$ cat src/sv/rlt_pkg.sv
package rlt_pkg;

  // Defaults for the top-level parameters.
  localparam int unsigned NumResourcesDefault = 6;
  localparam int unsigned IdWidthDefault      = 16;

  // Fixed transaction field widths.
  localparam int unsigned CmdWidth   = 2;
  localparam int unsigned ReqIdWidth = 16;
  localparam int unsigned MaskWidth  = 6;
  localparam int unsigned IndexWidth = 3;
  localparam int unsigned StatWidth  = 2;

  // Owner value that marks a free resource.
  localparam int unsigned InvalidRequestId = 0;

  typedef enum logic [CmdWidth-1:0] {
    CMD_ACQUIRE = 2'd0,
    CMD_RELEASE = 2'd1,
    CMD_CHECK   = 2'd2
  } cmd_e;

  typedef enum logic [StatWidth-1:0] {
    ST_OK             = 2'd0,
    ST_ALREADY_HOLDER = 2'd1,
    ST_CONFLICT       = 2'd2,
    ST_NOT_LOCKED     = 2'd3
  } status_e;

  typedef struct packed {
    logic [CmdWidth-1:0]   command;
    logic [ReqIdWidth-1:0] request_id;
    logic [MaskWidth-1:0]  resource_mask;
    logic [IndexWidth-1:0] resource_index;
  } in_item_t;

  typedef struct packed {
    logic [StatWidth-1:0]  status;
    logic [MaskWidth-1:0]  granted_mask;
    logic [IndexWidth-1:0] conflict_index;
  } out_item_t;

endpackage

$ cat src/sv/rlt_lock_core.sv
module rlt_lock_core
  import rlt_pkg::*;
#(
  parameter int unsigned NumResources = NumResourcesDefault,
  parameter int unsigned IdWidth      = IdWidthDefault
) (
  input  logic      clk_i,
  input  logic      rst_ni,
  input  logic      fire_i,
  input  in_item_t  item_i,
  output out_item_t result_o
);

  // Only the resources that have a mask bit can be acquired.
  localparam int unsigned MaskLanes = (NumResources < MaskWidth) ? NumResources : MaskWidth;
  localparam logic [IdWidth-1:0] FreeId = IdWidth'(InvalidRequestId);

  logic [IdWidth-1:0]      owner_q [NumResources];
  logic [IdWidth-1:0]      owner_d [NumResources];
  logic [IdWidth-1:0]      req_id;
  logic [NumResources-1:0] match;
  logic [NumResources-1:0] busy;
  logic                    holds_any;
  logic                    idx_match;
  logic                    stop;
  out_item_t               result;

  // The requester ID is taken in its low IdWidth bits.
  if (IdWidth > ReqIdWidth) begin : g_id_ext
    assign req_id = {{(IdWidth - ReqIdWidth){1'b0}}, item_i.request_id};
  end else if (IdWidth == ReqIdWidth) begin : g_id_same
    assign req_id = item_i.request_id;
  end else begin : g_id_trunc
    assign req_id = item_i.request_id[IdWidth-1:0];
  end

  always_comb begin
    for (int i = 0; i < NumResources; i++) begin
      match[i] = (owner_q[i] == req_id);
      busy[i]  = (owner_q[i] != FreeId);
    end
    holds_any = |match;
    idx_match = 1'b0;
    for (int i = 0; i < NumResources; i++) begin
      if (int'(item_i.resource_index) == i) begin
        idx_match = match[i];
      end
    end
  end

  always_comb begin
    owner_d = owner_q;
    result  = '0;
    stop    = 1'b0;
    unique case (cmd_e'(item_i.command))
      CMD_ACQUIRE: begin
        if (holds_any) begin
          result.status = ST_ALREADY_HOLDER;
        end else begin
          // Lock in ascending order; the first busy resource ends the walk.
          for (int i = 0; i < MaskLanes; i++) begin
            if (item_i.resource_mask[i] && !stop) begin
              if (!busy[i]) begin
                owner_d[i]             = req_id;
                result.granted_mask[i] = 1'b1;
              end else begin
                stop                  = 1'b1;
                result.status         = ST_CONFLICT;
                result.conflict_index = IndexWidth'(i);
              end
            end
          end
        end
      end
      CMD_RELEASE: begin
        for (int i = 0; i < NumResources; i++) begin
          if (match[i]) begin
            owner_d[i] = FreeId;
          end
        end
      end
      CMD_CHECK: begin
        if (!idx_match) begin
          result.status = ST_NOT_LOCKED;
        end
      end
      default: begin
        result = '0;
      end
    endcase
  end

  always_ff @(posedge clk_i or negedge rst_ni) begin
    if (!rst_ni) begin
      for (int i = 0; i < NumResources; i++) begin
        owner_q[i] <= FreeId;
      end
    end else if (fire_i) begin
      owner_q <= owner_d;
    end
  end

  assign result_o = result;

endmodule

$ cat src/sv/resource_lock_table_top.sv
// Lock table for NUM_RESOURCES shared resources. Each resource holds the ID of
// its owner, and ID zero marks it free. An acquire transaction is refused with
// "already holder" when any entry equals the requester ID (so ID zero is
// refused while anything is free); otherwise it locks the masked resources in
// ascending order and stops with "conflict" at the first busy one, keeping the
// locks taken before it. A release transaction frees everything the requester
// holds, and a check transaction tells whether the requester owns one
// resource. Command code three changes nothing and returns all-zero fields.
// Every input transaction yields exactly one result transaction. The block
// takes one transaction per clock cycle unless out_stall_i holds back a full
// result register; a transaction passes through the input register and then
// the result register. That rate is set by the owner table, whose compare,
// priority pick and update all finish combinationally between the two
// registers, so each transaction sees the table as the previous one left it.
module resource_lock_table_top
  import rlt_pkg::*;
#(
  parameter int unsigned NUM_RESOURCES = NumResourcesDefault,
  parameter int unsigned ID_WIDTH      = IdWidthDefault
) (
  input  logic      clk_i,
  input  logic      rst_ni,
  input  logic      in_valid_i,
  output logic      in_stall_o,
  input  in_item_t  in_item_i,
  output logic      out_valid_o,
  input  logic      out_stall_i,
  output out_item_t out_item_o
);

  logic      s1_valid_q, s1_valid_d;
  in_item_t  s1_item_q;
  logic      out_valid_q, out_valid_d;
  out_item_t out_item_q;
  out_item_t result;
  logic      advance;
  logic      in_accept;

  // The held transaction moves on whenever the result register is empty or
  // its contents are being taken in this cycle.
  assign advance    = s1_valid_q && (!out_valid_q || !out_stall_i);
  assign in_stall_o = s1_valid_q && !advance;
  assign in_accept  = in_valid_i && !in_stall_o;

  always_comb begin
    s1_valid_d = s1_valid_q;
    if (in_accept) begin
      s1_valid_d = 1'b1;
    end else if (advance) begin
      s1_valid_d = 1'b0;
    end
    out_valid_d = out_valid_q && out_stall_i;
    if (advance) begin
      out_valid_d = 1'b1;
    end
  end

  always_ff @(posedge clk_i or negedge rst_ni) begin
    if (!rst_ni) begin
      s1_valid_q  <= 1'b0;
      out_valid_q <= 1'b0;
    end else begin
      s1_valid_q  <= s1_valid_d;
      out_valid_q <= out_valid_d;
    end
  end

  always_ff @(posedge clk_i) begin
    if (in_accept) begin
      s1_item_q <= in_item_i;
    end
    if (advance) begin
      out_item_q <= result;
    end
  end

  // The owner table and its combinational update logic.
  rlt_lock_core #(
    .NumResources(NUM_RESOURCES),
    .IdWidth     (ID_WIDTH)
  ) u_core (
    .clk_i   (clk_i),
    .rst_ni  (rst_ni),
    .fire_i  (advance),
    .item_i  (s1_item_q),
    .result_o(result)
  );

  assign out_valid_o = out_valid_q;
  assign out_item_o  = out_item_q;

endmodule

$ cat config.mk
export PLATFORM = sky130hd
export DESIGN_NAME = resource_lock_table_top
export DESIGN_NICKNAME = d
export VERILOG_FILES = /design/src/sv/rlt_pkg.sv /design/src/sv/rlt_lock_core.sv /design/src/sv/resource_lock_table_top.sv
export SDC_FILE = /design/constraint.sdc
export NUM_CORES = 1
export LEC_CHECK = 0
export BUFFER_PORTS_ARGS = -buffer_cell sky130_fd_sc_hd__buf_2
export CAP_MARGIN = 40
export CELL_PAD_IN_SITES_DETAIL_PLACEMENT = 0
export CELL_PAD_IN_SITES_GLOBAL_PLACEMENT = 2
export CORE_AREA = 2 2 111 139
export CTS_CLUSTER_DIAMETER = 80
export DETAILED_ROUTE_END_ITERATION = 8
export DIE_AREA = 0 0 113 141
export PLACE_DENSITY_LB_ADDON = 0.3
export SLEW_MARGIN = 20
export SYNTH_ARGS = -nofsm -noshare
export SYNTH_HDL_FRONTEND = slang
export SYNTH_SLANG_ARGS = --single-unit
$ cat constraint.sdc
create_clock -name clk_i -period 6.5 [get_ports clk_i]
set_input_delay 0.65 -clock clk_i [delete_from_list [all_inputs] [get_ports clk_i]]
set_output_delay 0.65 -clock clk_i [all_outputs]
set_load 0.01 [all_outputs]
==> summary.md, run 1 <==
| Metric | Value |
|---|---|
| Status | finished with violations |
| Violated checks | DRC |
| Max_slew headroom | 42.22% |
| Post-synth top cells | dfrtp_1, xor2_1, mux2_2 |
| Seq/Total Area, Yosys | 53.33% |
| CTS Root Cell | clkbuf_16 |
| Inserted Diodes | 0 |
| Post-synth ARST share | 72.06% |
| Reg-to-reg slack, setup | 2820 ps |
| Final worst path period need | 3676 ps |
| Drt wl/cell | 25.01 um |
| Synth Warn # | 0 |
| Reg clk slew, reported paths | 60 ps |
| Setup bufs post-CTS | 0 |
| Crit-path max cell delay | 650 ps |
| Final ANT Viol Nets | 0 |
| Die height | 141 um |
| Leakage | 3.317 nW |
| Fin. Hold Viols | 0 |
| Post-synth top area share | 36.40% |
| Fillers | 1274 |
| Period utilisation layout | 56.55% |
| CORE AREA | 14760 sq um |
| Area Growth Syn to Fin | 13.98% |
| Post-synth top flop | dfrtp_1 |
| TritonCTS Buffers | 17 |
| HPWL after DPL | 13000 um |
| CTS tree | done |
| WL final | 18310 um |
| Total grt overflow | 0 |
| CTS resizes | 0 |
| FP Rows | 50 |
| Gpl congestion | 0.9271 |
| CP Data Required Time | 6810 ps |
| Largest net degree at the start of global routing | 60 |
| NetSw | 0.0008365 W |
| Vias post-DR | 4233 |
| First-pass GRT wire length | 27560 um |
| Clock Power Share | 32.2% |
| Pint | 0.001950 W |
| Worst EP arrival | 3980 ps |
| Setup tns final | 0 ps |
| WP buf/inv | 1 |
| Count leader, synth | dfrtp_1 |
| Startpoint types | register |
| CTS Hold Bufs | 0 |
| H-Tree Depth | 4 |
| Endpoint class of the critical path | register |
| Total power | 0.002787 W |
| Final core utilization | 52.02% |
| Worst r2r dst | u_core.owner_q[16] |
| Crit path max fanout | 9 |
| Maximum clock rate | 272.1 MHz |
| Largest area contributor in the netlist | dfrtp_1 |
| Mean Syn Cell Area | 13.61 sq um |
| PD cells | 362.9 nW/um^2 |
| Setup Crit Path Kind | reg -> reg |
| Worst Hold Class | in -> async |
| Clock sink count | 136 |
| Final setup violating endpoints | 0 |
| Initial detailed-routing violation count | 234 |
| Clock Path Buffers | 2 |
| Crit path max-delay family | compound AO/OA/AOI/OAI gates |
| EDFF count, synth | 38 |
| Worst r2r path cells | 8 |
| Worst r2r src | u_core.owner_q[83] |
| Drc violations | 7 |
| Cell area after synthesis | 6738 sq um |
| Share of layout cells above drive strength 1 | 32.18% |
| Slowest cell on crit path | a221oi_4 |
| GRT Total Usage | 24.10% |
| Sequence of cells on the critical path | or4_1, o41ai_2, a21bo_2, and3b_2, nand3_4, a221oi_4, buf_8, mux2_2 |
| Worst skew pair latency | 420 ps |
| Vias in the first global route | 4364 |
| VDD IR max | 0.1923 mV |
| Max_cap viols | 0 |
| Switching part of the total | 30.02% |
| Hold slack | 212.3 ps |
| Syn Nets | 526 |
| Clk_skew | 9.690 ps |
| Combinational Power Share | 20.0% |
| Synthesis-stage register bit count | 136 |
| Number of max-slew violations in the final report | 0 |
| # IOs | 44 |
| Net count, final | 568 |
| Placed Instances | 699 |
| Final Instance Count excl. Fillers | 732 |
| Die area | 15930 sq um |
| Mapped Cells | 495 |
| RSZ-0062 raised after global routing | false |
| Area contributors post-synth | dfrtp_1, edfxtp_1, xor2_1 |
| Initial core utilization | 45.64% |
| Sequential share of power | 47.8% |
| Chip width | 113 um |
| Worst-margin pin slew | 866.4 ps |
| Via density | 5.783 |
| Initial antenna violation count | 0 |
| TritonRoute pass-1 iters | 9 |
| Port buffer count | 43 |
| Synth cell types | 42 |
-- how the worst max path moves through the flow --
stage,end,cells after the start,start,slack (ps)
floorplan,u_core.owner_q[22],8,u_core.owner_q[80],3490
global placement,u_core.owner_q[16],7,u_core.owner_q[80],2720
detailed placement,u_core.owner_q[16],8,u_core.owner_q[80],2850
CTS,u_core.owner_q[16],8,u_core.owner_q[80],2830
global route,u_core.owner_q[19],8,u_core.owner_q[88],2710
finish,u_core.owner_q[16],8,u_core.owner_q[83],2820
-- logic make-up after synthesis --
kind of cell / share of synthesized area, %
AO/OA/AOI/OAI: 2.934
multiplexers: 18.20
flip-flops: 53.33
XOR/XNOR: 12.48
AND/OR/NAND/NOR: 10.49
buffers and inverters: 2.563
-- flip-flops by register name (all words and copies together) (netlist names) --
name,flops
out_item_o,11
out_valid_o,1
s1_item_q,27
s1_valid_q,1
u_core.owner_q,96
-- power groups by stage --
stage	sequential [W]	combinational (W)	clock, W
after detailed placement	0.00134	0.000557	0
after floorplan	0.00125	0.000446	0
after CTS	0.00133	0.000560	0.000909
final	0.00133	0.000559	0.000896
after global routing	0.00135	0.000606	0.000946
after global placement	0.00134	0.000546	0
-- layout by cell type (no fill, tap or decap), types with 4 or more instances in the layout --
master	instances
edfxtp_1	38
mux2_4	30
inv_1	6
clkinv_2	4
nor4_1	45
clkbuf_16	17
nand2b_1	4
buf_2	42
and2_1	18
mux2_2	56
xor2_1	96
clkbuf_1	5
mux2_1	10
buf_8	4
nand2_1	10
nor2_1	7
nand4_1	14
dfrtp_1	98
-- cell type report --
class	count	area [sq um]	area share [%]
Clock buffer	24	471.7	6.142
Sequential cell	136	3593	46.79
Timing Repair Buffer	50	320.3	4.171
Tap cell	182	227.7	2.965
Inverter	6	22.52	0.2933
Clock inverter	8	72.57	0.9449
Multi-Input combinational cell	326	2972	38.69
-- per-stage QoR --
stage / setup WS [ps] / area (sq um)
6_report: 2824 / 7680
5_1_grt: 2712 / 7680
4_1_cts: 2829 / 7652
3_5_place_dp: 2849 / 7108
3_3_place_gp: 2718 / 7048
2_1_floorplan: 3487 / 6738
-- worst reg2reg max path, stage by stage (launching register included) --
cell and delay [ps]:
dfrtp_1 400, or4_1 610, o41ai_2 550, a21bo_2 320
and3b_2 340, nand3_4 120, a221oi_4 650, buf_8 240
mux2_2 340
-- metal layers --
layer	share of wire, %	GRT usage, %
met5	0	0
met2	52	40.94
met1	42	30.03
met4	3.0	10.46
met3	3.7	4.471
(Power assumes the default switching activity.)
==> inputs of run 2 (changes only) <==
--- a/config.mk
+++ b/config.mk
@@ -9,10 +9,10 @@
 export CAP_MARGIN = 40
 export CELL_PAD_IN_SITES_DETAIL_PLACEMENT = 0
 export CELL_PAD_IN_SITES_GLOBAL_PLACEMENT = 2
-export CORE_AREA = 2 2 111 139
+export CORE_AREA = 2 2 121 152
 export CTS_CLUSTER_DIAMETER = 80
 export DETAILED_ROUTE_END_ITERATION = 8
-export DIE_AREA = 0 0 113 141
+export DIE_AREA = 0 0 123 154
 export PLACE_DENSITY_LB_ADDON = 0.3
 export SLEW_MARGIN = 20
 export SYNTH_ARGS = -nofsm -noshare
==> constraint.sdc (replaced) <==
create_clock -name clk_i -period 3.2 [get_ports clk_i]
set_input_delay 0.32 -clock clk_i [delete_from_list [all_inputs] [get_ports clk_i]]
set_output_delay 0.32 -clock clk_i [all_outputs]
set_load 0.01 [all_outputs]
==> run 2 against run 1 <==
  * The flow now finishes without violations
  * Non-clock buffer count up 17
  * Wire length down 5.7%
  * Via count down 2.3%
  * Cell count up 8.1%
  * Critical endpoint is now u_core.owner_q[19]
  * Sequential power up 100%
==> summary.md, run 2 (same netlist as run 1, synthesis figures left out) <==
| Metric | Value |
|---|---|
| Status | finished clean |
| WP buf/inv | 1 |
| Final core utilization | 45.61% |
| Area Growth Syn to Fin | 18.01% |
| VDD IR max | 0.3897 mV |
| Share of layout cells above drive strength 1 | 34.74% |
| Endpoint class of the critical path | register |
| Setup Crit Path Kind | reg -> reg |
| Inserted Diodes | 0 |
| Initial core utilization | 38.65% |
| WL final | 17260 um |
| Period utilisation layout | 97.12% |
| Fin. Hold Viols | 0 |
| CORE AREA | 17430 sq um |
| RSZ-0062 raised after global routing | false |
| Max_cap viols | 0 |
| Die area | 18940 sq um |
| TritonRoute pass-1 iters | 5 |
| Multi-input gate area | 2987 sq um |
| Clk_skew | 10.81 ps |
| Initial detailed-routing violation count | 228 |
| Final ANT Viol Nets | 0 |
| PD cells | 721.9 nW/um^2 |
| Clock sink count | 136 |
| Placed Instances | 756 |
| Placement Setup Slack | 21.21 ps |
| Hold depth | 1 |
| Fillers | 1593 |
| First-pass GRT wire length | 26610 um |
| Startpoint types | register |
| Setup tns final | 0 ps |
| Total power | 0.005740 W |
| Sequence of cells on the critical path | or4_4, o41ai_4, a21bo_2, and3b_2, nand3_4, a221oi_4, buf_12, mux2_2 |
| Initial antenna violation count | 0 |
| Gpl congestion | 0.8365 |
| Slowest cell on crit path | or4_4 |
| Worst EP arrival | 3420 ps |
| Final setup violating endpoints | 0 |
| Worst skew pair latency | 430 ps |
| Via density | 5.230 |
| Chip width | 123 um |
| Vias post-DR | 4137 |
| Die height | 154 um |
| Stages on the worst setup path | 8 |
| HPWL after DPL | 12640 um |
| Number of max-slew violations in the final report | 0 |
| Net count, final | 585 |
| Crit path max-delay family | simple AND/OR/NAND/NOR gates |
| # IOs | 44 |
| Most common cell after layout, fill and taps aside | dfrtp_1 |
| Final Instance Count excl. Fillers | 791 |
| Port buffer count | 43 |
| TritonCTS Buffers | 17 |
| CTS Root Cell | clkbuf_16 |
| CTS tree | done |
| Most frequent cells in the layout | dfrtp_1, xor2_1, mux2_2 |
| Maximum clock rate | 321.8 MHz |
| Setup WS post-layout | 92.21 ps |
| GRT Total Usage | 19.30% |
| Vias in the first global route | 4388 |
| Drt wl/cell | 21.82 um |
| Clock Path Buffers | 2 |
| Drc violations | 0 |
| Largest register FFs | 96 |
| Crit-path max cell delay | 580 ps |
| CP Data Required Time | 3510 ps |
| FP Rows | 54 |
| Crit path max fanout | 16 |
| Top reg by flops | u_core.owner_q |
| Worst Hold Class | in -> reg |
| Total grt overflow | 0 |
| Reg clk slew, reported paths | 70 ps |
| Leakage | 3.446 nW |
| Worst r2r path cells | 8 |
| Worst-margin pin slew | 555.0 ps |
| H-Tree Depth | 4 |
| Largest net degree at the start of global routing | 44 |
| Reg area | 3593 sq um |
| Final worst path period need | 3108 ps |
| Max_slew headroom | 62.66% |
## run 2: cell count changes in the layout (fill, tap and decap cells not counted), moves of 2 or more
| cell | previous run | this run |
|---|---|---|
| buf_12 | 0 | 6 |
| buf_8 | 4 | 0 |
| clkinv_1 | 0 | 2 |
| clkinv_4 | 0 | 3 |
| buf_4 | 3 | 17 |
| clkbuf_1 | 5 | 0 |
| inv_6 | 0 | 3 |
| clkbuf_8 | 2 | 0 |
## run 2: final timing paths
check | from | end | slack (ps)
min reg2reg | s1_valid_q | out_valid_o | 500
min in group asynchronous | rst_ni | u_core.owner_q[28] | 440
max reg2reg | u_core.owner_q[88] | u_core.owner_q[19] | 90
max | u_core.owner_q[88] | u_core.owner_q[19] | 90
max in group asynchronous | rst_ni | u_core.owner_q[67] | 1950
min | in_item_i[25] | s1_item_q[25] | 60
## run 2: layer usage
metal	routed length (um)	GRT usage [%]	vias to the layer above
met3	657	3.709	26
met5	0	0	-
li1	-	-	1920
met2	8617	31.78	77
met1	7653	24.89	2114
met4	330	7.576	0
## run 2: timing repair
item / 4_1_cts / 5_1_grt
setup buffers: 0 / 1
resized for setup: 1 / 1
hold buffers: 1 / 0
gates cloned: 0 / 1
pin swaps: 0 / 2
setup endpoints to repair: 7 / 15
endpoints found under the hold margin: 41 / 0
## run 2: power by group
part / leakage [nW] / internal [W] / switching (W)
sequential: 1.58 / 0.00221 / 0.000451
combinational: 1.58 / 0.000672 / 0.000491
clock: 0.279 / 0.00115 / 0.000768
total: 3.45 / 0.00403 / 0.00171
## run 2: layout make-up
| class | count | share of cell area (%) |
|---|---|---|
| inverters | 6 | 0.2832 |
| flip-flops and latches | 136 | 45.19 |
| repair buffers | 67 | 6.200 |
| clock inverters | 15 | 1.888 |
| clock buffers | 17 | 5.350 |
| multi-input cells | 326 | 37.56 |
| well taps | 224 | 3.525 |
## run 2: per-stage QoR
step / area [sq um] / hold slack [ps]
global placement: 7318 / 346.3
finish: 7951 / 60.57
floorplan: 6738 / 24.41
CTS: 7915 / 48.47
detailed placement: 7318 / 352.8
global route: 7951 / 50.11
